$ cat src/rtl/pcc_pkg.sv
// ----------------------------------------------------------------------------
// pcc_pkg
// Shared types and constants of the coordinate chord unit: Q16.16 limits,
// divider step count and the command/status groups between control and data.
// ----------------------------------------------------------------------------
package pcc_pkg;

	localparam int unsigned DATA_W    = 32;
	localparam int unsigned FRAC_W    = 16;
	localparam int unsigned DIV_STEPS = 33;
	localparam int unsigned CNT_W     = 6;

	localparam logic signed [DATA_W-1:0] Q_MAX = 32'sh7FFF_FFFF;
	localparam logic signed [DATA_W-1:0] Q_MIN = 32'sh8000_0000;

	localparam logic ACT_WRITE  = 1'b0;
	localparam logic ACT_COLUMN = 1'b1;

	typedef struct packed {
		logic accept;
		logic load_mag;
		logic load_div;
		logic step;
		logic finish;
	} cmd_t;

	typedef struct packed {
		logic bypass;
		logic div_last;
		logic last;
		logic out_free;
	} sts_t;

endpackage

$ cat src/rtl/pcc_ctrl.sv
// ----------------------------------------------------------------------------
// pcc_ctrl
// Sequencer of the chord unit: takes a beat, walks a column entry through
// operand fetch, divider setup, quotient iterations unless bypassed, bound update.
// ----------------------------------------------------------------------------
module pcc_ctrl (
	input  logic          clk,
	input  logic          arst_n,
	input  logic          in_valid,
	input  logic          action,
	output logic          in_stall,
	input  pcc_pkg::sts_t sts,
	output pcc_pkg::cmd_t cmd
);

	typedef enum logic [4:0] {
		ST_IDLE   = 5'b00001,
		ST_READ   = 5'b00010,
		ST_SETUP  = 5'b00100,
		ST_DIVIDE = 5'b01000,
		ST_FINISH = 5'b10000
	} state_t;

	state_t state_q, state_d;
	logic   accept;

	assign in_stall = (state_q != ST_IDLE);
	assign accept   = in_valid && (state_q == ST_IDLE);

	always_comb begin
		state_d      = state_q;
		cmd          = '0;
		cmd.accept   = accept;
		unique case (state_q)
			ST_IDLE: begin
				if (accept && action == pcc_pkg::ACT_COLUMN) begin
					state_d = ST_READ;
				end
			end
			ST_READ: begin
				cmd.load_mag = 1'b1;
				state_d      = ST_SETUP;
			end
			ST_SETUP: begin
				cmd.load_div = 1'b1;
				state_d      = sts.bypass ? ST_FINISH : ST_DIVIDE;
			end
			ST_DIVIDE: begin
				cmd.step = 1'b1;
				if (sts.div_last) begin
					state_d = ST_FINISH;
				end
			end
			ST_FINISH: begin
				// hold while a finished beat still waits at the output
				if (!sts.last || sts.out_free) begin
					cmd.finish = 1'b1;
					state_d    = ST_IDLE;
				end
			end
			default: state_d = ST_IDLE;
		endcase
	end

	always_ff @(posedge clk or negedge arst_n) begin
		if (!arst_n) begin
			state_q <= ST_IDLE;
		end else begin
			state_q <= state_d;
		end
	end

endmodule

$ cat config.mk
export PLATFORM = sky130hd
export DESIGN_NAME = pcc_ctrl
export DESIGN_NICKNAME = d
export VERILOG_FILES = /design/src/rtl/pcc_pkg.sv /design/src/rtl/pcc_ctrl.sv
export SDC_FILE = /design/constraint.sdc
export NUM_CORES = 1
export LEC_CHECK = 0
export BUFFER_PORTS_ARGS = -buffer_cell sky130_fd_sc_hd__buf_4
export CAP_MARGIN = 0
export CORE_AREA = 3 3 40 42
export CTS_CLUSTER_DIAMETER = 50
export DETAILED_ROUTE_END_ITERATION = 10
export DIE_AREA = 0 0 43 45
export GPL_ROUTABILITY_DRIVEN = 0
export GPL_TIMING_DRIVEN = 1
export PLACE_DENSITY = 0.46
export SYNTH_ARGS = -nofsm -noshare
export SYNTH_HDL_FRONTEND = slang
export SYNTH_SLANG_ARGS = --single-unit
$ cat constraint.sdc
create_clock -name clk -period 1.4 [get_ports clk]
set_clock_uncertainty 0.2 [all_clocks]
set_input_delay 0.07 -clock clk [delete_from_list [all_inputs] [get_ports clk]]
set_output_delay 0.07 -clock clk [all_outputs]
set_load 0.03 [all_outputs]
==> impl_metrics.csv <==
group,metric,value,unit
clock_network,h-tree-depth,1,
synthesis,syn-instance-count,34,
finish,top_register,"state_q",
worst_setup_path,cp.required,1130,ps
synthesis,ys_types,20,
global_route,antenna_found_initial,0,
timing,finalSetupTns,-811,ps
worst_setup_path,crit_path_end_kind,"output pin",
clock_network,clockRootBuffer,"clkbuf_4",
finish,area_delta_synth_final,106,%
timing,period_needed,1580,ps
synthesis,synth.ff_latch_count,5,
worst_setup_path,worstPathMaxFanout,4,
synthesis,synth_area_leader_cell,"dfrtp_1",
power,powerDensity,745,nW/um2
timing,tightest_slew,240,ps
synthesis,syn_nets,42,
synthesis,avgSynthCellArea,9.20,um2
clock_network,worstSkewPairLatency,240,ps
drt,wl,881,um
finish,fin_util,50.2,%
worst_setup_path,startpoint_type,"flip-flop",
clock_network,cts_tree,"built",
drt,num_vias,350,
timing,slew_headroom,83.7,%
timing,report.final.setup_viol,7,
die,initial_utilization,24.3,%
power,ir_drop,0.000479,V
global_route,grt_max_degree,9,
placement,port_buffers,13,
synthesis,synth_top_area_share,32.0,%
placement,dp_hpwl,613,um
finish,reg_top3,"state_q: 5 flops",
die,die_h,45,um
synthesis,syn_area,313,um2
timing,rsz0062_at_grt,"yes",
finish,final_nets,72,
timing,final_max_slew_viol_count,0,
synthesis,ys_seq_area_share,40.4,%
die,die_w,43,um
drt,vias_per_cell,4.49,
global_route,grt_pass1_wl,1.29,mm
clock_network,clock_path_buffers,2,
run_status,outcome,"finished with violations",
drt,drtIter0Drc,3,
die,num_rows,13,
timing,max_freq,635,MHz
finish,largest_reg_flops,5,
clock_network,cts_sinks,5,
clock_network,cts_buffers,3,
drt,drc,0,
synthesis,ys.warnings.count,0,
die,core_area,1280,um2
worst_setup_path,crit_chain,"or3_4 > nor2_4 > buf_6",
global_route,grt_overflow_total,0,
global_route,grt_usage,9.05,%
die,ios,14,
finish,drive_above_1_share,57.1,%
drt,wire_per_inst,11.3,um
drt,ant_nets,0,
worst_setup_path,critPathArrivalTime,1310,ps
synthesis,synth_area_leaders,"dfrtp_1 32%, dfstp_2 8.4%, nor2b_1 8.0%",
worst_setup_path,crit_path_top_delay_cell,"dfrtp_2",
timing,hold_viol,0,
timing,fin_ws,-176,ps
min_path,hp-class,"in2async",
worst_setup_path,slowest_delay,420,ps
clock_network,path_clk_slew,40,ps
worst_setup_path,critPathKind,"reg2out",
die,die-area,1940,um2
run_status,violations,"setup timing",
finish,num_antenna_cells,0,
drt,dr.pass1.iters,3,
timing,finalCritPeriodShare,113,%
power,leakage,0.297,nW
global_route,first_global_vias,324,
flow_run,maxCapViolations,0,
[final timing paths]
kind	slack, ps	start	cells past startpoint	to
max	-180	state_q[1]	3	cmd[1]
min	110	arst_n	2	state_q[0]
max reg2reg	-80	state_q[1]	3	state_q[4]
min reg2reg	380	state_q[2]	1	state_q[2]
max in group asynchronous	280	arst_n	3	state_q[1]
min in group clk	380	state_q[2]	1	state_q[2]
[worst max-delay path, delay by kind of cell, from the launching register on]
family | cells | cell delay [ps]
flip-flops | 1 | 420
buffers and inverters | 1 | 130
AND/OR/NAND/NOR | 2 | 500
[through the flow]
| stage | total power [W] | setup WS, ps | cells | cell area [um2] | hold slack, ps |
|---|---|---|---|---|---|
| 3_3_place_gp | 0.000260 | 27.4 | 64 | 449 | -325 |
| 5_1_grt | 0.000515 | -227 | 78 | 646 | 93.9 |
| 4_1_cts | 0.000458 | -192 | 76 | 572 | 94.2 |
| 3_5_place_dp | 0.000260 | 9.34 | 64 | 449 | -326 |
| 6_report | 0.000481 | -176 | 78 | 646 | 106 |
| 2_1_floorplan | 0.000222 | -97.9 | 34 | 318 | -426 |
[layout by cell type, fill, tap and decap left out, drive strengths merged]
cell type and instances:
buf 19, nor2 5, nand2 2, o31ai 1, nor3 3, nand4b 1
inv 1, dfrtp 4, a21oi 1, or3 1, o311ai 1, dfstp 1
clkbuf 4, and3 2, nand2b 2, dlygate4sd3 7, o21ai 1, nand4 1
o22a 1, and4bb 1, nor2b 4
[synthesized netlist by cell type]
cell	number
dfrtp_1	4
nor2_1	5
o31ai_2	1
nand4_1	1
or3_4	1
and4bb_1	1
buf_4	1
nand2b_1	2
o311ai_1	1
o21ai_0	1
nand2_1	2
inv_1	1
o22a_1	1
nor3_2	1
a21oi_1	1
nor3_1	2
nand4b_1	1
nor2b_1	4
and3_1	2
dfstp_2	1
[layer usage]
layer,global-route usage [%],routed length [um],vias up
li1,-,-,179
met1,10.5,387,155
met2,13.5,407,14
met3,3.19,69,2
met4,7.23,17,0
met5,0,0,-
[cell families (layout without fill, tap and decap cells)]
family	count (synthesis)	after routing	synth area share (%)
AND/OR/NAND/NOR	22	22	43.2
buffers and inverters	2	31	3.60
AO/OA/AOI/OAI	5	5	12.8
flip-flops	5	5	40.4
[power by group]
part           switching (W)  leakage [nW]  internal [W]
clock network      0.0000613        0.0150      0.000108
logic              0.0000668         0.221     0.0000817
registers         0.00000881        0.0609      0.000155
total               0.000137         0.297      0.000344
[final cells by class]
type                    instances  area, um2
clock buffers                   4       26.3
inverters                       1       3.75
well taps                      15       18.8
flip-flops and latches          5        130
multi-input cells              27        235
fillers                       123        639
repair buffers                 26        231
[repair_timing]
item                                    in CTS  in global routing
hold endpoints to repair                     9                  0
pin swaps                                    3                  1
resized for setup                            6                 15
endpoints found under the setup margin       6                  7
buffers inserted                             1                  2
hold buffers                                 7                  0
Power figures use the tool's default switching activity.
